`src/rtl/oaht_pkg.sv`:
```
`timescale 1ns / 1ps
`default_nettype none
// ----------------------------------------------------------------------------
// Open-address hash table package
// Shared constants, codes and controller/datapath interface structs.
// ----------------------------------------------------------------------------
package oaht_pkg;

  // Default sizing of the table and of the key.
  localparam int DEF_TABLE_DEPTH = 64;
  localparam int DEF_KEY_BYTES   = 8;

  // Fixed field widths at the ports.
  localparam int OP_W         = 2;
  localparam int KEY_CHARS_W  = 64;
  localparam int TABLE_SIZE_W = 7;
  localparam int SLOT_W       = 6;
  localparam int STATUS_W     = 3;

  localparam logic [TABLE_SIZE_W-1:0] TABLE_SIZE_RESET = 7'd64;

  // Operation codes; the unused code behaves as a lookup.
  typedef enum logic [OP_W-1:0] {
    OP_INSERT = 2'd0,
    OP_DELETE = 2'd1,
    OP_LOOKUP = 2'd2
  } op_e;

  // Per-slot state.
  typedef enum logic [1:0] {
    SLOT_EMPTY   = 2'd0,
    SLOT_USED    = 2'd1,
    SLOT_DELETED = 2'd2
  } slot_state_e;

  // Result status codes.
  typedef enum logic [STATUS_W-1:0] {
    ST_INSERTED  = 3'd0,
    ST_PRESENT   = 3'd1,
    ST_DELETED   = 3'd2,
    ST_NOT_FOUND = 3'd3,
    ST_FOUND     = 3'd4,
    ST_FULL      = 3'd5
  } status_e;

  // Commands from the controller to the datapath.
  typedef struct packed {
    logic clr_step;
    logic load;
    logic probe_start;
    logic probe_run;
    logic finish;
  } ctrl_cmd_t;

  // Status from the datapath to the controller.
  typedef struct packed {
    logic clr_last;
    logic mod_done;
    logic probe_end;
    logic out_free;
  } dp_stat_t;

endpackage
`default_nettype wire

```
`src/rtl/oaht_ctrl.sv`:
```
`timescale 1ns / 1ps
`default_nettype none
// ----------------------------------------------------------------------------
// Hash table controller
// Sequences clearing, hashing, probing and result hand-off.
// ----------------------------------------------------------------------------
module oaht_ctrl (
  input  wire logic                clk_i,
  input  wire logic                rst_ni,
  input  wire logic                in_valid_i,
  output logic                     in_ready_o,
  input  wire oaht_pkg::dp_stat_t  stat_i,
  output oaht_pkg::ctrl_cmd_t      cmd_o
);

  import oaht_pkg::*;

  typedef enum logic [2:0] {
    S_CLEAR,
    S_IDLE,
    S_HASH,
    S_PROBE,
    S_RESP
  } state_e;

  state_e state_q;
  logic   in_ready_q;

  // Commands decoded from the state and the datapath status.
  always_comb begin
    cmd_o             = '0;
    cmd_o.clr_step    = (state_q == S_CLEAR);
    cmd_o.load        = in_ready_q && in_valid_i;
    cmd_o.probe_start = (state_q == S_HASH) && stat_i.mod_done;
    cmd_o.probe_run   = (state_q == S_PROBE);
    cmd_o.finish      = (state_q == S_RESP) && stat_i.out_free;
  end

  // State and ready register.
  always_ff @(posedge clk_i or negedge rst_ni) begin
    if (!rst_ni) begin
      state_q    <= S_CLEAR;
      in_ready_q <= 1'b0;
    end else begin
      case (state_q)
        S_CLEAR: begin
          if (stat_i.clr_last) begin
            state_q    <= S_IDLE;
            in_ready_q <= 1'b1;
          end
        end
        S_IDLE: begin
          if (in_valid_i) begin
            state_q    <= S_HASH;
            in_ready_q <= 1'b0;
          end
        end
        S_HASH: begin
          if (stat_i.mod_done) begin
            state_q <= S_PROBE;
          end
        end
        S_PROBE: begin
          if (stat_i.probe_end) begin
            state_q <= S_RESP;
          end
        end
        S_RESP: begin
          if (stat_i.out_free) begin
            state_q    <= S_IDLE;
            in_ready_q <= 1'b1;
          end
        end
        default: begin
          state_q    <= S_CLEAR;
          in_ready_q <= 1'b0;
        end
      endcase
    end
  end

  assign in_ready_o = in_ready_q;

endmodule
`default_nettype wire

```
`config.mk`:
```
export PLATFORM = sky130hd
export DESIGN_NAME = oaht_ctrl
export DESIGN_NICKNAME = d
export VERILOG_FILES = /design/src/rtl/oaht_pkg.sv /design/src/rtl/oaht_ctrl.sv
export SDC_FILE = /design/constraint.sdc
export NUM_CORES = 1
export LEC_CHECK = 0
export BUFFER_PORTS_ARGS = -buffer_cell sky130_fd_sc_hd__buf_2
export CAP_MARGIN = 20
export CORE_AREA = 3 3 40 42
export DETAILED_ROUTE_END_ITERATION = 6
export DIE_AREA = 0 0 43 45
export PLACE_DENSITY = 0.5
export SETUP_SLACK_MARGIN = 0.02
export SYNTH_ARGS = -nofsm -noshare
export SYNTH_HDL_FRONTEND = slang
export SYNTH_SLANG_ARGS = --single-unit
```
`constraint.sdc`:
```
create_clock -name clk_i -period 1 [get_ports clk_i]
set_clock_uncertainty 0.1 [all_clocks]
set_input_delay 0.2 -clock clk_i [delete_from_list [all_inputs] [get_ports clk_i]]
set_output_delay 0.2 -clock clk_i [all_outputs]
set_load 0.005 [all_outputs]
```
Word-level counts from Yosys, hierarchy flattened
Index checks and enable logic that the tools add are counted.

Flip-flop bits (word level): 4. Output and inout bits: 6. Logic and storage cells: 29.

Equal/unequal tests: 9. Mux-type cells: 10. Bitwise operators: 1. Reduce and logical (&&, ||, !) cells: 7.

Operators with widths (count): 3-bit 2-to-1 mux (5); 3-bit one-hot mux with 5 select lines (1); 2-bit inequality test, second input constant (5); 3-bit by 2-bit == test with 1-bit output, second input constant (2); 5-bit AND reduction (1); 1-bit one-hot mux with 4 select lines (1); 4-bit AND reduction (1); 3-bit by 1-bit == test with 1-bit output, second input constant (1); 3-bit == test, second input constant (1); 1-bit logical AND (3); 3-bit zero test (1); 1-bit 2-to-1 mux (3); 2-bit OR reduction (1); 1-bit inverter (1).

Longest topological paths before layout
Gate-level depths: netlist of run 1.

Depth in word-level cells: 4. Mapped depth: 4.

Worst setup path after synthesis of run 1
No wires, ideal clock.

Path kind: reg-to-output. Start point: reg state_q[0]. End point: out cmd_o[2] (netlist name). Data arrival time: 0.793 ns. Setup slack: -0.093 ns. Cell stages (with the launch flop): 3. Path through: dfrtp_1 > buf_4 > and4bb_2.

RTL lines: from (decl) (RTL line oaht_ctrl.sv:26) `state_e state_q;`; from (signal assigned) (RTL line oaht_ctrl.sv:42) `state_q <= S_CLEAR;`; from (signal assigned) (RTL line oaht_ctrl.sv:48) `state_q <= S_IDLE;`; from (signal assigned) (RTL line oaht_ctrl.sv:54) `state_q <= S_HASH;`; to (decl) (RTL line oaht_ctrl.sv:13) `output oaht_pkg::ctrl_cmd_t cmd_o`.

==> results.md, run 1 <==
* Critical path class: register to output port
* Critical Path Stages at 3
* Critical path endpoint category: output port
* Post-synth net total at 38
* DP HPWL at 519 µm
* Worst Setup Start Kind: register
* Pwr dens at approximately 3000 nW/µm²
* Gate Count Post-Synth at 31
* Adder-cell share of the synthesized area at 0
* Buf/Inv on CP at 1
* Slowest cell on crit path: dfrtp_2
* Crit-path max FO at 6
* Largest net degree at the start of global routing at 8
* Die W at 43 µm
* Setup crit start: state_q[0]$_DFFE_PN0P_
* Cell area after synthesis at 274 µm²
* Top Ports at 13
* Least-Margin Pin Slew at 223 ps
* CP Cell Sequence: nor2_4, and3_4, buf_6
* Initial DRT Pass Iterations at 4
* Area grow syn2layout at 81.7%
* Final Routed Wirelength at around 900 µm
* Highest clock rate at ~0.71 GHz
* Reg2Reg Setup Slack at -300 ps
* Final nets at 64
* Clk buf depth at 2
* Ranking of synthesized cells by area: dfrtp_1, o41ai_2, and3_2
* Part of the cycle the worst path needs at 1.41
* Total die area at 1940 µm²
* XOR/XNOR share of the synthesized area at 0
* Hold depth at 2
* Worst Min Path Start: stat_i[0]
* Violated checks: setup timing
* Total GRT Usage at 0.0937
* Max-cap viol count at 0
* Layout cell share with drive strength beyond 1 at 0.673
* Final Slew Violations at 0
* Status: finished with violations
* Die H at 45 µm
* Clock Sinks at 4
* Post-DR vias/cell at 4.67
* RSZ-0062 raised after global routing: true
* VDD IR-drop max at 0.00111 V
* Initial drt markers at 6
* Yosys warning total at 0
* Area leader, netlist: dfrtp_1
* Number of antenna violations at the first check in global routing at 0
* GR Overflow Total at 0
* N_diodes at 0
* Post-Synth Simple-Gate Area at 0.352
* Leak Pwr at 0.248 nW
* Worst Setup Slack, final at -411 ps
* Seq cells post-synth at 4
* Post-detailed-route count of antenna-violating nets at 0
* Setup violators final at 10
* Slew margin rel. at 0.851
* Drt wl/cell at 12.9 µm
* Filler Cell Count at 131
* Largest family of logic cells by synthesized area: simple AND/OR/NAND/NOR gates
* CP peak stage delay at 450 ps
* Yosys cell types at 22
* Hold_ws at 102 ps
* Synth top area share at 0.365
* Htree depth at 1
* Clk root buf: clkbuf_4
* Final non-filler cell total at 70
* First-pass GRT wire length at 1270 µm
* DRC violations left at 0
* Asr flop ratio synth at 1.00
* Synth top cells by count: dfrtp_1, nand2_1
* Cell family contributing the most delay on the critical path: flip-flops
* Clock slew at reported path FFs at 40 ps
* Num CTS Buffers at 3
* Worst r2r path cells at 5
* Vias in the first global route at 328
* Final min period at 1410 ps
* Port bufs at 12
* Mux contribution to synthesized area at 0
* TritonCTS clock tree: yes
* Worst Path Required at 700 ps
* Synth Area in Compound Gates at 0.224
* Initial Utilization at 0.213
* Sequential element share of the synthesized area at 0.365
* Hold Vio Cnt, Final at 0
* CP Data Arrival Time at between 1000 and 1500 ps
* Total core area at 1280 µm²
* Worst skew pair latency at around 240 ps
* Dpl cells at 59
* Hold Path Class: primary input to register
* FF-to-FF Start: state_q[0]$_DFFE_PN0P_
* Overall Power at approximately 1.5 mW
* Avg Cell Area, Syn at 8.84 µm²
* Setup TNS at -2770 ps
* Cell Rows at 13
* Number of synthesized flops with an enable pin at 0
* Vias at 327
* Ys flop type: dfrtp_1
* Top-count cell post-synth: dfrtp_1
* Gpl congestion at 0.731
-- state kept, by name, indices dropped and copies added, names as in the netlist --
| register | cells |
|---|---|
| in_ready_o | 1 |
| state_q | 3 |
-- metal layers --
| layer | wire length [µm] | up-vias | part of all wire | GRT usage |
|---|---|---|---|---|
| met4 | 33 | 0 | 0.037 | 0.0663 |
| li1 | - | 161 | - | - |
| met1 | 370 | 150 | 0.41 | 0.103 |
| met3 | 50 | 4 | 0.056 | 0.0478 |
| met5 | 0 | - | 0 | 0 |
| met2 | 446 | 12 | 0.50 | 0.141 |
-- per-stage QoR --
| stage | util | setup slack (ps) | cell area [µm²] |
|---|---|---|---|
| 2_1_floorplan | - | -69.8 | 278 |
| 3_3_place_gp | 0.282 | -215 | 363 |
| 3_5_place_dp | 0.282 | -215 | 363 |
| 4_1_cts | 0.348 | -387 | 447 |
| 5_1_grt | 0.388 | -447 | 498 |
| 6_report | 0.388 | -411 | 498 |
-- where the power goes --
group,switching (mW),internal [mW]
clock network,0.0784,0.135
registers,0.124,0.248
logic,0.373,0.523
-- kinds of logic (layout without fill, tap and decap cells) --
logic type             after synthesis  after routing
DFF                                  4              4
buffers and inverters                3             27
and+or+nand+nor                     16             16
AOI/OAI and AO/OA                    8              8
-- placed cells by master (no fill, tap or decap) --
master	count
inv_2	1
o21ai_1	1
nor2_1	1
a21o_2	1
a21oi_1	2
nand3b_1	1
o2111ai_2	1
o41ai_4	1
and3_4	1
dfrtp_2	3
buf_4	7
o211ai_1	1
or2_1	1
and4bb_2	1
nor2b_1	1
nand2_2	1
dfrtp_1	1
and3_2	1
buf_6	4
nand2_1	3
dlygate4sd3_1	1
and2_1	1
nand2b_1	1
clkbuf_4	3
o21ai_0	1
nor2_4	1
buf_2	11
nor3_1	1
nand4_1	1
-- layout make-up --
type	instances	area (µm²)	share of cell area
Multi-Input combinational cell	24	186	0.374
Timing Repair Buffer	23	163	0.327
Sequential cell	4	104	0.209
Clock buffer	3	22.5	0.0452
Tap cell	15	18.8	0.0377
Inverter	1	3.75	0.00754
-- path summary, 6_finish.rpt --
path                                                to
worst max-delay path                          cmd_o[0]
worst min-delay path            state_q[2]$_DFFE_PN0P_
worst max register to register  in_ready_o$_DFFE_PN0P_
worst min register to register  state_q[1]$_DFFE_PN0P_
max in group asynchronous       state_q[2]$_DFFE_PN0P_
min in group asynchronous       in_ready_o$_DFFE_PN0P_
-- timing repair --
| action | CTS | global route |
|---|---|---|
| pin swaps | 5 | 5 |
| gates resized for setup | 4 | 8 |
| buffers inserted | 6 | 1 |
| hold buffers | 1 | 0 |
| endpoints found under the setup margin | 10 | 10 |
| hold endpoints to repair | 4 | 0 |
(Power assumes the default switching activity.)
==> run 2, diff against run 1 <==
--- a/config.mk
+++ b/config.mk
@@ -10,6 +10,7 @@
 export CORE_AREA = 3 3 40 42
 export DETAILED_ROUTE_END_ITERATION = 6
 export DIE_AREA = 0 0 43 45
+export GPL_TIMING_DRIVEN = 0
 export PLACE_DENSITY = 0.5
 export SETUP_SLACK_MARGIN = 0.02
 export SYNTH_ARGS = -nofsm -noshare
==> results.md, run 2 (synthesized netlist as in run 1, its figures left out) <==
* Cell Area, Placed at 357 µm² (-1.7%)
* VDD IR-drop max at 0.00117 V (+5.4%)
* Initial DRT Pass Iterations at 2 (-2)
* Critical path endpoint category: output port
* RSZ-0062 raised after global routing: true
* Most flops, register: state_q
* First-pass GRT wire length at 1390 µm (+9.2%)
* Number of antenna violations at the first check in global routing at 0 (unchanged)
* Layout cell share with drive strength beyond 1 at 0.684 (+0.0115)
* Violated checks: setup timing
* Initial Utilization at 0.213 (unchanged)
* Pwr dens at 2940 nW/µm² (-1.2%)
* Fin area at 509 µm² (+2.3%)
* DRC violations left at 0 (unchanged)
* Highest clock rate at 0.695 GHz (-2.0%)
* Commonest non-fill, non-tap cell in the layout: buf_2
* Die H at 45 µm (unchanged)
* Die W at 43 µm (unchanged)
* GR Overflow Total at 0 (unchanged)
* Total GRT Usage at 0.0977 (+0.00394)
* Gpl congestion at 0.696 (-4.8%)
* Total die area at 1940 µm² (unchanged)
* Hold Path Class: primary input to register
* Clock Sinks at 4 (unchanged)
* Total core area at 1280 µm² (unchanged)
* Clock slew at reported path FFs at 40 ps (about the same)
* TritonCTS clock tree: yes
* Top Ports at 13 (unchanged)
* Leak Pwr at 0.251 nW (+1.0%)
* Worst Setup Start Kind: register
* Worst Setup Slack, final at -439 ps (-28.5 ps)
* Num CTS Buffers at 3 (unchanged)
* Worst skew pair latency at 240 ps (about the same)
* Status: finished with violations
* Post-DR vias/cell at 4.68 (+0.20%)
* Hold Vio Cnt, Final at 0 (unchanged)
* Final Routed Wirelength at 844 µm (-6.2%)
* Overall Power at 1.50 mW (+1.0%)
* Hold_ws at 93.9 ps (-7.96 ps)
* Cell Rows at 13 (unchanged)
* Least-Margin Pin Slew at 209 ps (-14.0 ps)
* Port bufs at 12 (unchanged)
* Slew margin rel. at 0.859 (+0.00832)
* Crit-path max FO at 6 (unchanged)
* Part of the cycle the worst path needs at 1.44 (+0.0285)
* Final nets at 66 (+3.1%)
* Htree depth at 1 (unchanged)
* Clk root buf: clkbuf_4
* Max reg flops at 3 (unchanged)
* DP HPWL at 529 µm (+1.9%)
* Drt wl/cell at 11.7 µm (-8.8%)
* Final Slew Violations at 0 (unchanged)
* Initial drt markers at 2 (-4)
* Setup violators final at 10 (unchanged)
* Critical path class: register to output port
* N_diodes at 0 (unchanged)
* Final min period at 1440 ps (+28.5 ps)
* Worst Path Required at 700 ps (about the same)
* Largest net degree at the start of global routing at 9 (+1)
* Area grow syn2layout at 85.8%
* Clk buf depth at 2 (unchanged)
* CP Data Arrival Time at 1140 ps (+30 ps)
* Most frequent cells in the layout: buf_2, buf_6, buf_4
* Vias in the first global route at 328 (unchanged)
* Post-detailed-route count of antenna-violating nets at 0 (unchanged)
* Max-cap viol count at 0 (unchanged)
* Vias at 337 (+3.1%)
[run 2: final timing paths]
| path | startpoint | to | slack [ps] | depth (start not counted) |
|---|---|---|---|---|
| max in group asynchronous | rst_ni | state_q[2]$_DFFE_PN0P_ | 460 | 2 |
| worst min-delay path | stat_i[0] | state_q[2]$_DFFE_PN0P_ | 90 | 2 |
| worst max-delay path | state_q[0]$_DFFE_PN0P_ | cmd_o[0] | -440 | 4 |
| min in group asynchronous | rst_ni | state_q[0]$_DFFE_PN0P_ | 200 | 2 |
| worst max register to register | state_q[1]$_DFFE_PN0P_ | state_q[0]$_DFFE_PN0P_ | -280 | 7 |
| worst min register to register | state_q[1]$_DFFE_PN0P_ | in_ready_o$_DFFE_PN0P_ | 500 | 3 |
[run 2: critical path: stages (launching register included)]
cell	delay, ps
dfrtp_1	390
buf_6	140
nor2_2	90
and3_4	180
buf_2	100
[run 2: cell type report]
| type | instances | area, µm² |
|---|---|---|
| clock buffer | 3 | 22.5 |
| buffer | 2 | 22.5 |
| fill | 134 | 776 |
| sequential | 4 | 101 |
| multi-input combinational | 24 | 178 |
| timing repair buffer | 23 | 160 |
| tap | 15 | 18.8 |
| inverter | 1 | 6.26 |
[run 2: power breakdown]
part | switching, mW | internal [mW]
Combinational | 0.404 | 0.578
Clock | 0.0662 | 0.134
Sequential | 0.0743 | 0.240
Total | 0.544 | 0.952
[run 2: metal layers]
layer / track usage / up-vias / wire, µm
met1: 0.0995 / 162 / 351
met4: 0 / 0 / 0
met3: 0.0598 / 0 / 55
met2: 0.183 / 10 / 438
met5: 0 / - / 0
li1: - / 165 / -
[run 2: stage by stage]
stage               setup TNS (ps)  setup WS (ps)  cells   util
detailed placement           -1160           -218     58  0.278
global route                 -3110           -469     72  0.396
global placement             -1080           -218     58  0.278
finish                       -2680           -439     72  0.396
floorplan                     -275          -69.8     31      -
CTS                          -2490           -447     68  0.362
[run 2: what timing repair did]
| item | CTS | global route |
|---|---|---|
| gates resized for setup | 10 | 4 |
| cloned | 0 | 0 |
| setup buffers | 6 | 4 |
| hold endpoints to repair | 4 | 0 |
| pin swaps | 6 | 2 |
| endpoints found under the setup margin | 10 | 10 |
| hold buffers | 1 | 0 |
==> run 3, diff against run 2 <==
--- a/config.mk
+++ b/config.mk
@@ -5,14 +5,16 @@
 export SDC_FILE = /design/constraint.sdc
 export NUM_CORES = 1
 export LEC_CHECK = 0
+export ABC_AREA = 1
 export BUFFER_PORTS_ARGS = -buffer_cell sky130_fd_sc_hd__buf_2
 export CAP_MARGIN = 20
 export CORE_AREA = 3 3 40 42
 export DETAILED_ROUTE_END_ITERATION = 6
 export DIE_AREA = 0 0 43 45
 export GPL_TIMING_DRIVEN = 0
-export PLACE_DENSITY = 0.5
+export PLACE_DENSITY = 0.56
 export SETUP_SLACK_MARGIN = 0.02
+export SKIP_CTS_REPAIR_TIMING = 1
 export SYNTH_ARGS = -nofsm -noshare
 export SYNTH_HDL_FRONTEND = slang
 export SYNTH_SLANG_ARGS = --single-unit
==> results.md, run 3 <==
* Area leader, netlist: dfrtp_1
* CP Data Arrival Time at 1140 ps (about the same)
* Number of synthesized flops with an enable pin at 0 (unchanged)
* Mux contribution to synthesized area at 0 (unchanged)
* Yosys cell types at 18 (-18%)
* Int Pwr at 1.01 mW (+6.4%)
* Max-cap viol count at 0 (unchanged)
* TritonCTS clock tree: yes
* Fin area at 599 µm² (+18%)
* Slowest cell on crit path: dfrtp_1
* Top-count cell post-synth: nand2_1
* Filler Cell Count at 129 (-3.7%)
* Ranking of synthesized cells by area: dfrtp_1, nand2_1, inv_1
* Setup crit start: state_q[2]$_DFFE_PN0P_
* Post-detailed-route count of antenna-violating nets at 0 (unchanged)
* Register area at 101 µm² (unchanged)
* Htree depth at 1 (unchanged)
* CP Cell Sequence: buf_6, nor4_4, buf_2
* Seq cells post-synth at 4 (unchanged)
* Synth top area share at 0.290 (-0.0754)
* Adder-cell share of the synthesized area at 0 (unchanged)
* Initial DRT Pass Iterations at 4 (+2)
* Yosys warning total at 0 (unchanged)
* Comb pwr share at 0.707 (+0.051)
* Number of antenna violations at the first check in global routing at 0 (unchanged)
* Status: finished with violations
* Final min period at 1440 ps (+1.57 ps)
* Crit-path max FO at 7 (+1)
* Die W at 43 µm (unchanged)
* Cell family contributing the most delay on the critical path: flip-flops
* Dpl cells at 79 (+36%)
* Initial drt markers at 7 (+5)
* Pwr dens at 3020 nW/µm² (+2.9%)
* Ys flop type: dfrtp_1
* Layout cell share with drive strength beyond 1 at 0.570 (-0.115)
* Least-Margin Pin Slew at 182 ps (-27.0 ps)
* FF-to-FF Start: state_q[0]$_DFFE_PN0P_
* Pre-CTS WS at -218 ps (+0.706 ps)
* Gate Count Post-Synth at 52 (+68%)
* Largest net degree at the start of global routing at 9 (unchanged)
* Critical path class: register to output port
* Worst Setup Start Kind: register
* Slew margin rel. at 0.877 (+0.0186)
* Switching part of the total at 0.441 (+0.0775)
* Largest family of logic cells by synthesized area: simple AND/OR/NAND/NOR gates
* Post-DR vias/cell at 4.45 (-5.0%)
* Psw at 0.800 mW (+47%)
* Worst Setup Slack, final at -441 ps (-1.57 ps)
* Worst skew pair latency at 240 ps (about the same)
* Final Slew Violations at 0 (unchanged)
* Post-Synth Simple-Gate Area at 0.478 (+0.127)
* Area of the multi-input gates at 236 µm² (+33%)
* Post-synth net total at 59 (+55%)
* Total GRT Usage at 0.0869 (-0.0108)
* Final nets at 87 (+32%)
* Cell Area, Placed at 449 µm² (+26%)
* Power share of the clock group at 0.121 (-0.013)
* Clk root buf: clkbuf_4
* Num CTS Buffers at 3 (unchanged)
* Setup TNS at -3050 ps (-366 ps)
* Vias in the first global route at 353 (+7.6%)
* Hold Path Class: primary input to asynchronous set/reset pin
* Asr flop ratio synth at 1.00 (unchanged)
* Critical Path End: cmd_o[2]
* Clock slew at reported path FFs at 40 ps (about the same)
* Max reg flops at 3 (unchanged)
* VDD IR-drop max at 0.000975 V (-17%)
* Cell Rows at 13 (unchanged)
* Worst r2r dst: state_q[2]$_DFFE_PN0P_
* Vias at 418 (+24%)
* GR Overflow Total at 0 (unchanged)
* Overall Power at 1.81 mW (+21%)
* Clk buf depth at 2 (unchanged)
* Total die area at 1940 µm² (unchanged)
* DRC violations left at 0 (unchanged)
* Die H at 45 µm (unchanged)
* Hold_ws at 193 ps (+98.9 ps)
* Clock Sinks at 4 (unchanged)
* Commonest non-fill, non-tap cell in the layout: buf_2
* Final non-filler cell total at 94 (+31%)
* Critical path endpoint category: output port
* N_diodes at 0 (unchanged)
* Hold Vio Cnt, Final at 0 (unchanged)
* Initial Utilization at 0.269 (+0.0555)
* Top Ports at 13 (unchanged)
* Reg2Reg Setup Slack at -330 ps (-50 ps)
* Sequential element share of the synthesized area at 0.290 (-0.0754)
* RSZ-0062 raised after global routing: true
* Most flops, register: state_q
* Drt wl/cell at 10.7 µm (-9.0%)
* DP HPWL at 581 µm (+9.9%)
* Setup violators final at 10 (unchanged)
* Highest clock rate at 0.694 GHz (-0.11%)
* Part of the cycle the worst path needs at 1.44 (+0.00157)
* Buf/Inv on CP at 2 (unchanged)
* Worst r2r path cells at 8 (+1)
* Leak Pwr at 0.342 nW (+36%)
* First-pass GRT wire length at 1280 µm (-7.4%)
* Final Routed Wirelength at 1000 µm (+19%)
* Critical Path Stages at 3 (-1)
* Final Core Density at 0.466 (+0.0701)
* Violated checks: setup timing
* Avg Cell Area, Syn at 6.64 µm² (-25%)
* Port bufs at 12 (unchanged)
* Synth top cells by count: nand2_1, inv_1, nand3_1, dfrtp_1
* Most frequent cells in the layout: buf_2, nand2_1, inv_1, buf_4, nand3_1
* Total core area at 1280 µm² (unchanged)
* Synth Area in Compound Gates at 0.0471 (-0.177)
* Area grow syn2layout at 73.6%
* Worst Path Required at 700 ps (about the same)
* Register share of total power at 0.172 (-0.038)
* XOR/XNOR share of the synthesized area at 0 (unchanged)
* CP peak stage delay at 370 ps (-20 ps)
* Gpl congestion at 0.776 (+11%)
* Cell area after synthesis at 345 µm² (+26%)
## run 3: metal layers
| metal | global-route usage | routed length [µm] | vias up |
|---|---|---|---|
| met5 | 0 | 0 | - |
| met3 | 0 | 64 | 0 |
| li1 | - | - | 214 |
| met1 | 0.0998 | 415 | 188 |
| met2 | 0.162 | 522 | 16 |
| met4 | 0.0542 | 0 | 0 |
## run 3: how the worst min path moves through the flow
stage | start | endpoint | slack [ps] | depth (start not counted)
2_1_floorplan | rst_ni | in_ready_o$_DFFE_PN0P_ | -200 | 0
3_3_place_gp | rst_ni | in_ready_o$_DFFE_PN0P_ | -90 | 1
3_5_place_dp | rst_ni | in_ready_o$_DFFE_PN0P_ | -90 | 1
4_1_cts | rst_ni | in_ready_o$_DFFE_PN0P_ | -350 | 1
5_1_grt | rst_ni | in_ready_o$_DFFE_PN0P_ | 200 | 2
6_report | rst_ni | in_ready_o$_DFFE_PN0P_ | 190 | 2
## run 3: layout make-up
class	instances	area share
Buffer	2	0.0376
Sequential cell	4	0.169
Timing Repair Buffer	23	0.248
Inverter	12	0.0752
Multi-Input combinational cell	34	0.395
Tap cell	15	0.0313
Clock buffer	4	0.0438
## run 3: kinds of logic after synthesis
logic type,count (synthesis)
simple gates,31
buf+inv,14
flops,4
compound gates,3
## run 3: power groups by stage
stage / clock network [mW] / logic, mW / registers [mW]
3_3_place_gp: 0 / 0.839 / 0.323
4_1_cts: 0.227 / 0.848 / 0.324
6_report: 0.219 / 1.28 / 0.313
2_1_floorplan: 0 / 0.653 / 0.308
3_5_place_dp: 0 / 0.839 / 0.323
5_1_grt: 0.237 / 1.40 / 0.323
