`src/rtl/oaht_pkg.sv`:
```
`timescale 1ns / 1ps
`default_nettype none
// ----------------------------------------------------------------------------
// Open-address hash table package
// Shared constants, codes and controller/datapath interface structs.
// ----------------------------------------------------------------------------
package oaht_pkg;

  // Default sizing of the table and of the key.
  localparam int DEF_TABLE_DEPTH = 64;
  localparam int DEF_KEY_BYTES   = 8;

  // Fixed field widths at the ports.
  localparam int OP_W         = 2;
  localparam int KEY_CHARS_W  = 64;
  localparam int TABLE_SIZE_W = 7;
  localparam int SLOT_W       = 6;
  localparam int STATUS_W     = 3;

  localparam logic [TABLE_SIZE_W-1:0] TABLE_SIZE_RESET = 7'd64;

  // Operation codes; the unused code behaves as a lookup.
  typedef enum logic [OP_W-1:0] {
    OP_INSERT = 2'd0,
    OP_DELETE = 2'd1,
    OP_LOOKUP = 2'd2
  } op_e;

  // Per-slot state.
  typedef enum logic [1:0] {
    SLOT_EMPTY   = 2'd0,
    SLOT_USED    = 2'd1,
    SLOT_DELETED = 2'd2
  } slot_state_e;

  // Result status codes.
  typedef enum logic [STATUS_W-1:0] {
    ST_INSERTED  = 3'd0,
    ST_PRESENT   = 3'd1,
    ST_DELETED   = 3'd2,
    ST_NOT_FOUND = 3'd3,
    ST_FOUND     = 3'd4,
    ST_FULL      = 3'd5
  } status_e;

  // Commands from the controller to the datapath.
  typedef struct packed {
    logic clr_step;
    logic load;
    logic probe_start;
    logic probe_run;
    logic finish;
  } ctrl_cmd_t;

  // Status from the datapath to the controller.
  typedef struct packed {
    logic clr_last;
    logic mod_done;
    logic probe_end;
    logic out_free;
  } dp_stat_t;

endpackage
`default_nettype wire

```
`src/rtl/oaht_ram.sv`:
```
`timescale 1ns / 1ps
`default_nettype none
// ----------------------------------------------------------------------------
// Generic RAM
// One write port and one read port; read data is registered.
// ----------------------------------------------------------------------------
module oaht_ram #(
  parameter int WIDTH = 8,
  parameter int DEPTH = 64
) (
  input  wire logic                     clk_i,
  input  wire logic                     we_i,
  input  wire logic [$clog2(DEPTH)-1:0] waddr_i,
  input  wire logic [WIDTH-1:0]         wdata_i,
  input  wire logic [$clog2(DEPTH)-1:0] raddr_i,
  output logic      [WIDTH-1:0]         rdata_o
);

  logic [WIDTH-1:0] mem_q [DEPTH];

  // Write and registered read.
  always_ff @(posedge clk_i) begin
    if (we_i) begin
      mem_q[waddr_i] <= wdata_i;
    end
    rdata_o <= mem_q[raddr_i];
  end

endmodule
`default_nettype wire

```
`src/rtl/oaht_mod.sv`:
```
`timescale 1ns / 1ps
`default_nettype none
// ----------------------------------------------------------------------------
// Hash remainder unit
// Restoring remainder of the key byte sum by the table size, one bit a cycle.
// ----------------------------------------------------------------------------
module oaht_mod #(
  parameter int SUM_W  = 11,
  parameter int SIZE_W = 7
) (
  input  wire logic              clk_i,
  input  wire logic              rst_ni,
  input  wire logic              start_i,
  input  wire logic [SUM_W-1:0]  dividend_i,
  input  wire logic [SIZE_W-1:0] divisor_i,
  output logic                   done_o,
  output logic      [SIZE_W-1:0] rem_o
);

  localparam int CNT_W = $clog2(SUM_W + 1);

  logic              busy_q;
  logic              done_q;
  logic [CNT_W-1:0]  cnt_q;
  logic [SUM_W-1:0]  dvd_q;
  logic [SIZE_W-1:0] div_q;
  logic [SIZE_W-1:0] rem_q;
  logic [SIZE_W-1:0] rem_d;
  logic [SIZE_W:0]   trial;
  logic              last_step;

  // One restoring step: bring down the next dividend bit, subtract if it fits.
  always_comb begin
    trial = {rem_q, dvd_q[SUM_W-1]};
    if (trial >= {1'b0, div_q}) begin
      rem_d = SIZE_W'(trial - {1'b0, div_q});
    end else begin
      rem_d = trial[SIZE_W-1:0];
    end
  end

  assign last_step = (cnt_q == CNT_W'(SUM_W - 1));

  // Control of the iteration.
  always_ff @(posedge clk_i or negedge rst_ni) begin
    if (!rst_ni) begin
      busy_q <= 1'b0;
      done_q <= 1'b0;
      cnt_q  <= '0;
    end else begin
      done_q <= 1'b0;
      if (start_i) begin
        busy_q <= 1'b1;
        cnt_q  <= '0;
      end else if (busy_q) begin
        cnt_q <= cnt_q + CNT_W'(1);
        if (last_step) begin
          busy_q <= 1'b0;
          done_q <= 1'b1;
        end
      end
    end
  end

  // Operand and remainder registers.
  always_ff @(posedge clk_i) begin
    if (start_i) begin
      dvd_q <= dividend_i;
      div_q <= divisor_i;
      rem_q <= '0;
    end else if (busy_q) begin
      dvd_q <= {dvd_q[SUM_W-2:0], 1'b0};
      rem_q <= rem_d;
    end
  end

  assign done_o = done_q;
  assign rem_o  = rem_q;

endmodule
`default_nettype wire

```
`src/rtl/oaht_dp.sv`:
```
`timescale 1ns / 1ps
`default_nettype none
// ----------------------------------------------------------------------------
// Hash table datapath
// Key normalization, hashing, slot and key stores, probe walk and result.
// ----------------------------------------------------------------------------
module oaht_dp #(
  parameter int TABLE_DEPTH = oaht_pkg::DEF_TABLE_DEPTH,
  parameter int KEY_BYTES   = oaht_pkg::DEF_KEY_BYTES
) (
  input  wire logic                              clk_i,
  input  wire logic                              rst_ni,
  input  wire oaht_pkg::ctrl_cmd_t               cmd_i,
  output oaht_pkg::dp_stat_t                     stat_o,
  input  wire logic [oaht_pkg::OP_W-1:0]         operation_i,
  input  wire logic [oaht_pkg::KEY_CHARS_W-1:0]  key_chars_i,
  input  wire logic                              cfg_we_i,
  input  wire logic [oaht_pkg::TABLE_SIZE_W-1:0] cfg_wdata_i,
  input  wire logic                              out_ready_i,
  output logic                                   out_valid_o,
  output logic      [oaht_pkg::SLOT_W-1:0]       slot_o,
  output logic      [oaht_pkg::STATUS_W-1:0]     status_o
);

  import oaht_pkg::*;

  localparam int ADDR_W = $clog2(TABLE_DEPTH);
  localparam int SIZE_W = $clog2(TABLE_DEPTH + 1);
  localparam int KEY_W  = 8 * KEY_BYTES;
  localparam int SUM_W  = $clog2(255 * KEY_BYTES + 1);

  logic [TABLE_SIZE_W-1:0] table_size_q;
  logic [SIZE_W-1:0]       eff_size;
  logic [KEY_W-1:0]        key_norm;
  logic [SUM_W-1:0]        key_sum;
  logic                    alive;

  logic [OP_W-1:0]   op_q;
  logic [KEY_W-1:0]  key_q;
  logic [SIZE_W-1:0] size_q;

  logic              mod_done;
  logic [SIZE_W-1:0] mod_rem;

  logic [ADDR_W-1:0] issue_q;
  logic [ADDR_W-1:0] issue_nxt;
  logic [SIZE_W-1:0] issue_ext;
  logic [ADDR_W-1:0] home_q;
  logic [ADDR_W-1:0] chk_addr_q;
  logic              chk_vld_q;
  logic [SIZE_W-1:0] chk_cnt_q;
  logic              rd_stop;
  logic              last_probe;
  logic              probe_end;

  logic [ADDR_W-1:0] dec_slot_q;
  logic              dec_stop_q;
  logic [1:0]        dec_state_q;

  logic [ADDR_W-1:0] clr_addr_q;

  logic [1:0]        state_rdata;
  logic [KEY_W-1:0]  key_rdata;
  logic              state_we;
  logic [ADDR_W-1:0] state_waddr;
  logic [1:0]        state_wdata;
  logic              key_we;

  status_e           status_d;
  logic              key_we_fin;
  logic              state_we_fin;
  slot_state_e       state_wval;

  logic                out_valid_q;
  logic [SLOT_W-1:0]   slot_q;
  logic [STATUS_W-1:0] status_q;

  // Table size register.
  always_ff @(posedge clk_i or negedge rst_ni) begin
    if (!rst_ni) begin
      table_size_q <= TABLE_SIZE_RESET;
    end else if (cfg_we_i) begin
      table_size_q <= cfg_wdata_i;
    end
  end

  // Effective size: zero counts as one, large values clip to the depth.
  always_comb begin
    if (table_size_q == '0) begin
      eff_size = SIZE_W'(1);
    end else if (32'(table_size_q) > 32'(TABLE_DEPTH)) begin
      eff_size = SIZE_W'(TABLE_DEPTH);
    end else begin
      eff_size = SIZE_W'(table_size_q);
    end
  end

  // Keep the bytes before the first zero byte and sum them.
  always_comb begin
    key_norm = '0;
    key_sum  = '0;
    alive    = 1'b1;
    for (int i = 0; i < KEY_BYTES; i++) begin
      if (key_chars_i[8*i +: 8] == 8'd0) begin
        alive = 1'b0;
      end
      if (alive) begin
        key_norm[8*i +: 8] = key_chars_i[8*i +: 8];
        key_sum            = key_sum + SUM_W'(key_chars_i[8*i +: 8]);
      end
    end
  end

  // Capture the accepted beat.
  always_ff @(posedge clk_i) begin
    if (cmd_i.load) begin
      op_q   <= operation_i;
      key_q  <= key_norm;
      size_q <= eff_size;
    end
  end

  // Home slot: byte sum modulo the table size.
  oaht_mod #(
    .SUM_W  (SUM_W),
    .SIZE_W (SIZE_W)
  ) u_mod (
    .clk_i      (clk_i),
    .rst_ni     (rst_ni),
    .start_i    (cmd_i.load),
    .dividend_i (key_sum),
    .divisor_i  (eff_size),
    .done_o     (mod_done),
    .rem_o      (mod_rem)
  );

  // Next probe address with wrap at the table size.
  always_comb begin
    issue_ext = SIZE_W'(issue_q) + SIZE_W'(1);
    if (issue_ext >= size_q) begin
      issue_nxt = '0;
    end else begin
      issue_nxt = ADDR_W'(issue_ext);
    end
  end

  // Check of the slot read in the previous cycle.
  assign rd_stop    = (state_rdata == SLOT_EMPTY) || (key_rdata == key_q);
  assign last_probe = (chk_cnt_q == size_q - SIZE_W'(1));
  assign probe_end  = chk_vld_q && (rd_stop || last_probe);

  // Probe walk: one read issued and one slot checked each cycle.
  always_ff @(posedge clk_i or negedge rst_ni) begin
    if (!rst_ni) begin
      chk_vld_q <= 1'b0;
    end else if (cmd_i.probe_start) begin
      chk_vld_q <= 1'b0;
    end else if (cmd_i.probe_run) begin
      chk_vld_q <= 1'b1;
    end
  end

  always_ff @(posedge clk_i) begin
    if (cmd_i.probe_start) begin
      issue_q   <= ADDR_W'(mod_rem);
      home_q    <= ADDR_W'(mod_rem);
      chk_cnt_q <= '0;
    end else if (cmd_i.probe_run) begin
      issue_q    <= issue_nxt;
      chk_addr_q <= issue_q;
      if (chk_vld_q) begin
        chk_cnt_q <= chk_cnt_q + SIZE_W'(1);
      end
    end
    if (cmd_i.probe_run && probe_end) begin
      dec_slot_q  <= rd_stop ? chk_addr_q : home_q;
      dec_stop_q  <= rd_stop;
      dec_state_q <= state_rdata;
    end
  end

  // Result and store updates for the probed slot.
  always_comb begin
    status_d     = ST_NOT_FOUND;
    key_we_fin   = 1'b0;
    state_we_fin = 1'b0;
    state_wval   = SLOT_USED;
    if (!dec_stop_q) begin
      status_d = (op_q == OP_INSERT) ? ST_FULL : ST_NOT_FOUND;
    end else begin
      case (op_q)
        OP_INSERT: begin
          if (dec_state_q == SLOT_USED) begin
            status_d = ST_PRESENT;
          end else begin
            key_we_fin   = 1'b1;
            state_we_fin = 1'b1;
            state_wval   = SLOT_USED;
            status_d     = ST_INSERTED;
          end
        end
        OP_DELETE: begin
          if (dec_state_q == SLOT_USED) begin
            state_we_fin = 1'b1;
            state_wval   = SLOT_DELETED;
            status_d     = ST_DELETED;
          end else begin
            status_d = ST_NOT_FOUND;
          end
        end
        default: begin
          status_d = (dec_state_q == SLOT_USED) ? ST_FOUND : ST_NOT_FOUND;
        end
      endcase
    end
  end

  // Clearing pass over the slot states after reset.
  always_ff @(posedge clk_i or negedge rst_ni) begin
    if (!rst_ni) begin
      clr_addr_q <= '0;
    end else if (cmd_i.clr_step) begin
      clr_addr_q <= clr_addr_q + ADDR_W'(1);
    end
  end

  // Store write ports.
  assign state_we    = cmd_i.clr_step || (cmd_i.finish && state_we_fin);
  assign state_waddr = cmd_i.clr_step ? clr_addr_q : dec_slot_q;
  assign state_wdata = cmd_i.clr_step ? SLOT_EMPTY : state_wval;
  assign key_we      = cmd_i.finish && key_we_fin;

  oaht_ram #(
    .WIDTH (2),
    .DEPTH (TABLE_DEPTH)
  ) u_state_ram (
    .clk_i   (clk_i),
    .we_i    (state_we),
    .waddr_i (state_waddr),
    .wdata_i (state_wdata),
    .raddr_i (issue_q),
    .rdata_o (state_rdata)
  );

  oaht_ram #(
    .WIDTH (KEY_W),
    .DEPTH (TABLE_DEPTH)
  ) u_key_ram (
    .clk_i   (clk_i),
    .we_i    (key_we),
    .waddr_i (dec_slot_q),
    .wdata_i (key_q),
    .raddr_i (issue_q),
    .rdata_o (key_rdata)
  );

  // Output register.
  always_ff @(posedge clk_i or negedge rst_ni) begin
    if (!rst_ni) begin
      out_valid_q <= 1'b0;
    end else if (cmd_i.finish) begin
      out_valid_q <= 1'b1;
    end else if (out_ready_i) begin
      out_valid_q <= 1'b0;
    end
  end

  always_ff @(posedge clk_i) begin
    if (cmd_i.finish) begin
      slot_q   <= SLOT_W'(dec_slot_q);
      status_q <= status_d;
    end
  end

  assign out_valid_o = out_valid_q;
  assign slot_o      = slot_q;
  assign status_o    = status_q;

  // Status toward the controller.
  assign stat_o.clr_last  = (clr_addr_q == ADDR_W'(TABLE_DEPTH - 1));
  assign stat_o.mod_done  = mod_done;
  assign stat_o.probe_end = probe_end;
  assign stat_o.out_free  = !out_valid_q || out_ready_i;

endmodule
`default_nettype wire

```
`config.mk`:
```
export PLATFORM = sky130hd
export DESIGN_NAME = oaht_dp
export DESIGN_NICKNAME = d
export VERILOG_FILES = /design/src/rtl/oaht_pkg.sv /design/src/rtl/oaht_ram.sv /design/src/rtl/oaht_mod.sv /design/src/rtl/oaht_dp.sv
export SDC_FILE = /design/constraint.sdc
export NUM_CORES = 2
export LEC_CHECK = 0
export BUFFER_PORTS_ARGS = -buffer_cell sky130_fd_sc_hd__buf_4
export CORE_ASPECT_RATIO = 1.4
export CORE_MARGIN = 2
export CORE_UTILIZATION = 57
export DETAILED_ROUTE_END_ITERATION = 12
export HOLD_SLACK_MARGIN = 0.12
export PLACE_DENSITY_LB_ADDON = 0.15
export SYNTH_ARGS = -nofsm -noshare
export SYNTH_HDL_FRONTEND = slang
export SYNTH_MEMORY_MAX_BITS = 65536
export SYNTH_SLANG_ARGS = --single-unit
```
`constraint.sdc`:
```
create_clock -name clk_i -period 4.2 [get_ports clk_i]
set_input_delay 0.63 -clock clk_i [delete_from_list [all_inputs] [get_ports clk_i]]
set_output_delay 0.63 -clock clk_i [all_outputs]
set_load 0.02 [all_outputs]
```
[Word level (Yosys, flattened, before mapping)]
Memories as Yosys holds them, arrays and structs flattened. A register that Yosys moved wholly into a read port is not among the register bits.
Index checks and enable logic that the tools add are counted.
Cells by class
  add/subtract/negate cells: 13
  $lt $le $gt $ge: 3
  equal/unequal tests: 6
  mux-type cells: 57
  bitwise operators: 1
  reduce and logical (&&, ||, !) cells: 26
Operator list (number)
  $mux W11: 9
  $add A11 B8 Y11: 7
  $eq A64 B64 Y1: 1
  $logic_not A8 Y1: 8
  $mux W6: 5
  $mux W1: 29
  $mux W7: 2
  $mux W3: 3
  $ge A8 B7 Y1: 1
  $mux W2: 4
  $mux W4: 2
  $mux W8: 1
  $add A6 B1 Y7 const B: 1
  $add A7 B1 Y7 const B: 1
  $eq A7 B7 Y1: 1
  $ge A7 B7 Y1: 1
  $gt A7 B7 Y1 const B: 1
  $logic_not A7 Y1: 1
  $sub A7 B1 Y7 const B: 1
  $sub A7 B7 Y7: 1
  $add A6 B1 Y6 const B: 1
  $eq A6 B6 Y1 const B: 1
  $pmux W3 S2: 1
  $reduce_bool A2 Y1: 3
  11 further kinds: 20
Storage, ports and cells
  register bits: 155
  bits in writable memories: 4224
  input port bits: 82
  output and inout port bits: 14
  logic and storage cells: 137
  memories: 2
Memories
  u_key_ram.mem_q: words 64, width 64, read ports 1, clocked after Yosys merged registers in 1, write ports 1, RTL line oaht_ram.sv:19  | logic [WIDTH-1:0] mem_q [DEPTH];
  u_state_ram.mem_q: words 64, width 2, read ports 1, clocked after Yosys merged registers in 1, write ports 1, RTL line oaht_ram.sv:19

[Logic depth before layout (Yosys ltp)]
  depth in word-level cells: 17
  gate-level depth with buffers: 44
  mapped depth without buffers: 43

[Cells and area by module]
Synthesis repeated with hierarchy kept, for this count alone.
Unflattened totals
  cells, all modules: 8012
  area total of the unflattened synthesis: 172964.6 um2
By module, submodules not included
  oaht_ram at u_key_ram: times used 1, cells each 6598, area each 156348.7 um2, seq. area each 124279.2 um2
  oaht_dp: times used 1, cells each 937, area each 9520.4 um2, seq. area each 3789.9 um2
  oaht_ram at u_state_ram: times used 1, cells each 324, area each 5397.7 um2, seq. area each 3883.7 um2
  oaht_mod: times used 1, cells each 153, area each 1697.9 um2, seq. area each 830.8 um2

[Least setup slack after synthesis]
OpenSTA, ideal clock, no wires.
  path type: input to register
  start: input key_chars_i[8] (netlist name)
  end: register u_mod.dvd_q[10] (data pin)
  library setup time: 265 ps
  arrival: 7749 ps
  data required time: 3935 ps
  path slack: -3814 ps
  cell stages on the path: 41
  path buffers: 1
  cell sequence: nor4_2 -> and2_1 -> clkbuf_1 -> nor2_1 -> mux2_2 -> ha_1 -> fa_1 -> xor2_1 -> nor2_1 -> a21oi_1 -> ha_1 -> and2b_1 -> o21a_1 -> nor2_1 -> xnor2_1 -> a211oi_1 -> a21oi_1 -> ha_1 -> (+5 left out) -> nand3_1 -> nand2_1 -> a41o_1 -> nor2_1 -> xnor2_1 -> mux2_2 -> ha_1 -> a21oi_1 -> xnor2_1 -> o22ai_1 -> nor2_1 -> o21a_1 -> ha_1 -> a21oi_1 -> a211o_1 -> or2_1 -> o2111ai_1 -> nand3_1
On the way
  word-level cells in the longest chain between the ends: 16
  elaborated cells between the ends (all ways): 23
  those cells by class: add/sub: 7; mux: 15; reduce/logical: 1
Ends and longest elaborated chain
  start: declaration: RTL line oaht_dp.sv:16  | input wire logic [oaht_pkg::KEY_CHARS_W-1:0] key_chars_i,
  parallel branches: the longest is 14 deep, another holds $add A11 B8 Y11
  $mux W11 *: RTL line oaht_dp.sv:107  | if (alive) begin
  $mux W11 *: RTL line oaht_mod.sv:67  | if (start_i) begin
  end signal: assignment: RTL line oaht_mod.sv:68  | dvd_q <= dividend_i;
  end signal: assignment: RTL line oaht_mod.sv:72  | dvd_q <= {dvd_q[SUM_W-2:0], 1'b0};
  end: declaration: RTL line oaht_mod.sv:25  | logic [SUM_W-1:0] dvd_q;
Every way passes the cells marked *.
A chain may end at the register's enable or synchronous reset.

[Final worst setup path]
  start: input key_chars_i[0] (netlist name)
  end: register u_mod.dvd_q[10] (data pin)
On the way
  word-level cells in the longest chain between the ends: 17
  elaborated cells between the ends (all ways): 25
  those cells by class: add/sub: 7; mux: 17; reduce/logical: 1
Ends and longest elaborated chain
  $logic_not A8 Y1: RTL line oaht_dp.sv:104  | if (key_chars_i[8*i +: 8] == 8'd0) begin
  $mux W8 or $mux W1 (tied branches): RTL line oaht_dp.sv:107, oaht_dp.sv:104
  $add A11 B8 Y11 or $mux W1 (tied branches): RTL line oaht_dp.sv:109, oaht_dp.sv:104
  $mux W11: RTL line oaht_dp.sv:107
  $add A11 B8 Y11: RTL line oaht_dp.sv:109  | key_sum = key_sum + SUM_W'(key_chars_i[8*i +: 8]);
  $mux W11: RTL line oaht_dp.sv:107
  $add A11 B8 Y11: RTL line oaht_dp.sv:109
  $mux W11: RTL line oaht_dp.sv:107
  $add A11 B8 Y11: RTL line oaht_dp.sv:109
  $mux W11: RTL line oaht_dp.sv:107
  $add A11 B8 Y11: RTL line oaht_dp.sv:109
  $mux W11: RTL line oaht_dp.sv:107
  $add A11 B8 Y11: RTL line oaht_dp.sv:109
  $mux W11: RTL line oaht_dp.sv:107
  $add A11 B8 Y11: RTL line oaht_dp.sv:109
  $mux W11 *: RTL line oaht_dp.sv:107
  $mux W11 *: RTL line oaht_mod.sv:67
Mark *: on every way between the ends. The rest lies on a longest branch, timed or not.

==> results by group <==
Route
  • Starting DRC count in detailed routing: 12400
  • Post-detailed-route count of antenna-violating nets: 0
  • Post-route DRC violation count: 0
  • Total iterations of the first detailed-routing run: 8
  • Average wire per standard cell: about 38 um
  • Total Wirelength: around 500 mm
  • Average via count per standard cell: approximately 6.8
  • DR vias: ~89000

GRT
  • Aggregate global routing overflow: 0
  • Wire length of the first global-routing pass: 691 mm
  • Number of antenna violations at the first check in global routing: 20
  • GRT Overall Usage: 32.3%
  • Maximum number of pins on one net before global-route repair: between 80 and 90
  • Number of global-route vias before repair: about 89000

STA
  • Worst Skew: ~0.051 ns
  • Setup TNS after final layout: -22.40 ns
  • Max Fclk: 142 MHz
  • Setup repair after global routing missed its margin: yes
  • Tightest slew margin relative to the limit: between 20% and 30%
  • Transition at the pin with the smallest max-transition slack: between 1 and 1.5 ns
  • Shortest period the worst path allows: roughly 7 ns
  • Final count of pins violating max slew: 0
  • Final setup fails: 10
  • Period Utilization, post-route: 167%
  • Hold violation count in the final report: 0
  • Slack of the critical path: -2.83 ns

Placement
  • Post-placement worst setup slack: -4.35 ns
  • Placed instance area: approximately 180000 um2
  • Placed insts: roughly 12000
  • Final estimated routing congestion in global placement: 0.843
  • Half-perimeter wire length of the detailed placement result: around 280 mm
  • Count of buffers from port buffering: between 90 and 100

Logic synthesis
  • Cell variety after synth: 82
  • Predominant post-synthesis flop cell: sky130_fd_sc_hd__edfxtp_1
  • Share of the synthesized area in the top cell type: around 75%
  • Synthesis Warnings: 0
  • Synth area leaders: sky130_fd_sc_hd__edfxtp_1, sky130_fd_sc_hd__mux4_2, sky130_fd_sc_hd__mux2i_1
  • Cell type contributing the most total cell area after synthesis: sky130_fd_sc_hd__edfxtp_1
  • Syn Nets: roughly 8000
  • Most instantiated library cell after synthesis: sky130_fd_sc_hd__edfxtp_1
  • Number of synthesized flops with an enable pin: ~4300
  • Number of storage elements in the synthesis netlist: roughly 4400
  • Netlist area before placement: ~170000 um2
  • Mean post-synth cell area: approximately 22 um2
  • Share of synthesized area occupied by flip-flops and latches: around 77%
  • List of most frequent post-synthesis cells: sky130_fd_sc_hd__edfxtp_1, sky130_fd_sc_hd__mux4_2, sky130_fd_sc_hd__mux2i_1
  • Async set-reset flop share out of synthesis: less than 1%
  • Post-Synthesis Cells: ~8000

Layout
  • Number of cells in the finished layout apart from fillers: ~13000
  • Multi-input gate area in the final layout: between 30000 and 40000 um2
  • Total non-filler cell area in the finished layout: between 150000 and 200000 um2
  • # fillers: around 19000
  • Register Area: 133000 um2
  • Post-synthesis to final-layout area growth: 15.4%
  • Fraction of layout cells with a size suffix above 1: 30.9%
  • NumNets Final: 8864

Floorplanning
  • Die span in x: about 470 um
  • Chip height: ~660 um
  • Placeable Area: between 300000 and 400000 um2
  • Count of boundary I/O pins: 96
  • Cell row count: roughly 240
  • Initial core utilization: between 50 and 60%
  • Die ar.: 308000 um2

Critical path
  • Required arrival time at the worst endpoint: just under 5 ns
  • Max stage delay cell, worst path: sky130_fd_sc_hd__fa_2
  • Worst-path maximum fanout: 5
  • Slowest Stage Delay on Critical Path: between 0.3 and 0.4 ns
  • Crit path launch type: input pin
  • Critical Path AT: 7.72 ns
  • Endpoint kind of the worst setup timing path: flop
  • Critical setup path kind: input pin to flop

Clock tree
  • Clock tree from TritonCTS: built
  • Worst-Skew Late Latency: around 0.93 ns
  • Number of buffers created by CTS: ~410
  • Clk buf depth: 4
  • Clock sink count: between 4000 and 5000
  • Maximum level of the CTS H-tree: 5
  • CTS clk-pin slew, worst paths: roughly 0.06 ns
  • Cell chosen for the clock root: sky130_fd_sc_hd__clkbuf_16

Power and ir drop
  • Power per standard cell area: 628 nW/um2
  • Maximum ir drop on the vdd rail: approximately 0.97 mV
  • Static Leakage: roughly 0.064 uW
  • Power, Total: about 130000 uW

Run status
  • Run status: complete, but fails checks
  • Violated checks: setup timing

Min path
  • Hold Crit Class: input pin to flop

Run
  • Number of max-cap violations: 0
## path summary, 6_finish.rpt
path,slack [ns],end,from,depth (start not counted)
max reg2reg,0.47,u_key_ram.mem_q[52][21],dec_state_q[0],6
max,-2.83,u_mod.dvd_q[10],key_chars_i[0],40
min in group asynchronous,0.62,clr_addr_q[0],rst_ni,3
min,0.18,key_q[12],key_chars_i[12],3
min reg2reg,0.48,u_mod.rem_o[6],u_mod.rem_o[6],2
max in group asynchronous,2.14,clr_addr_q[2],rst_ni,4
## metal layers
| metal | track usage (%) | part of all wire, % | vias up |
|---|---|---|---|
| met4 | 15.5 | 5.5 | 2 |
| met2 | 54.6 | 51 | 5187 |
| li1 | - | - | 34900 |
| met3 | 5.46 | 9.0 | 1015 |
| met5 | 0 | 0.0024 | - |
| met1 | 41.1 | 35 | 47400 |
## power by group
part	switching, uW	leakage [uW]	internal, uW
clock	16100	0.00647	20900
sequential	733	0.0401	49800
combinational	18700	0.0172	18900
total	35600	0.0637	89700
## metrics by stage
step	utilization [%]	hold WS, ns
2_1_floorplan	-	0.334
3_3_place_gp	61.0	0.461
3_5_place_dp	61.0	0.474
4_1_cts	65.8	0.146
5_1_grt	66.0	0.165
6_report	66.0	0.181
## worst max-delay path, delay by kind of cell
family,cells,cell delay [ns]
XOR/XNOR,3,0.37
AND/OR/NAND/NOR,12,1.83
adder cells (fa/ha/maj),7,2.07
buffers and inverters,1,0.10
AO/OA/AOI/OAI,14,1.88
multiplexers,3,0.82
## what timing repair did
item,4_1_cts,5_1_grt
endpoints found under the setup margin,11,12
pin swaps,55,69
buffers inserted,48,17
resized for setup,78,62
hold endpoints to repair,73,0
hold buffers,43,0
## layout by cell type, fill, tap and decap left out, types with 42 or more instances in the layout
| master | count |
|---|---|
| sky130_fd_sc_hd__edfxtp_1 | 4344 |
| sky130_fd_sc_hd__mux4_2 | 1127 |
| sky130_fd_sc_hd__buf_4 | 627 |
| sky130_fd_sc_hd__clkbuf_16 | 411 |
| sky130_fd_sc_hd__mux2i_1 | 336 |
| sky130_fd_sc_hd__nor2_1 | 185 |
| sky130_fd_sc_hd__a21oi_1 | 175 |
| sky130_fd_sc_hd__buf_12 | 164 |
| sky130_fd_sc_hd__nand2_1 | 160 |
| sky130_fd_sc_hd__o221ai_1 | 147 |
| sky130_fd_sc_hd__clkinv_2 | 89 |
| sky130_fd_sc_hd__xor2_1 | 85 |
| sky130_fd_sc_hd__dfxtp_1 | 80 |
| sky130_fd_sc_hd__clkbuf_1 | 78 |
| sky130_fd_sc_hd__clkinv_1 | 72 |
| sky130_fd_sc_hd__nor2_4 | 68 |
| sky130_fd_sc_hd__ha_1 | 53 |
| sky130_fd_sc_hd__bufinv_16 | 43 |
| sky130_fd_sc_hd__dlygate4sd3_1 | 43 |
| sky130_fd_sc_hd__xnor2_1 | 42 |
| sky130_fd_sc_hd__o22ai_1 | 42 |
## area by class of cell
type | instances | share of cell area, %
inverters | 45 | 0.0922
clock buffers | 506 | 5.42
flip-flops and latches | 4445 | 66.5
diodes | 38 | 0.0477
well taps | 3976 | 2.49
multi-input cells | 2953 | 20.0
repair buffers | 847 | 4.30
clock inverters | 240 | 1.20
## cells by family after synthesis
logic type      share of synthesized area [%]
compound gates                           2.29
xor+xnor                                0.703
fa+ha+maj                               0.643
buf+inv                                  1.06
flops                                    76.7
mux                                      16.8
simple gates                             1.74
## sequential cells by signal, summed over array words and instances (netlist names), 3 cells and up
name / cells
u_mod.div_q: 7
u_mod.rem_o: 7
u_key_ram.rdata_o: 64
u_key_ram.mem_q: 4096
home_q: 6
key_q: 64
dec_slot_q: 6
table_size_q: 7
chk_addr_q: 6
issue_q: 6
u_state_ram.mem_q: 128
chk_cnt_q: 7
status_o: 3
slot_o: 6
u_mod.cnt_q: 4
clr_addr_q: 6
u_mod.dvd_q: 11
Power figures use the tool's default switching activity.
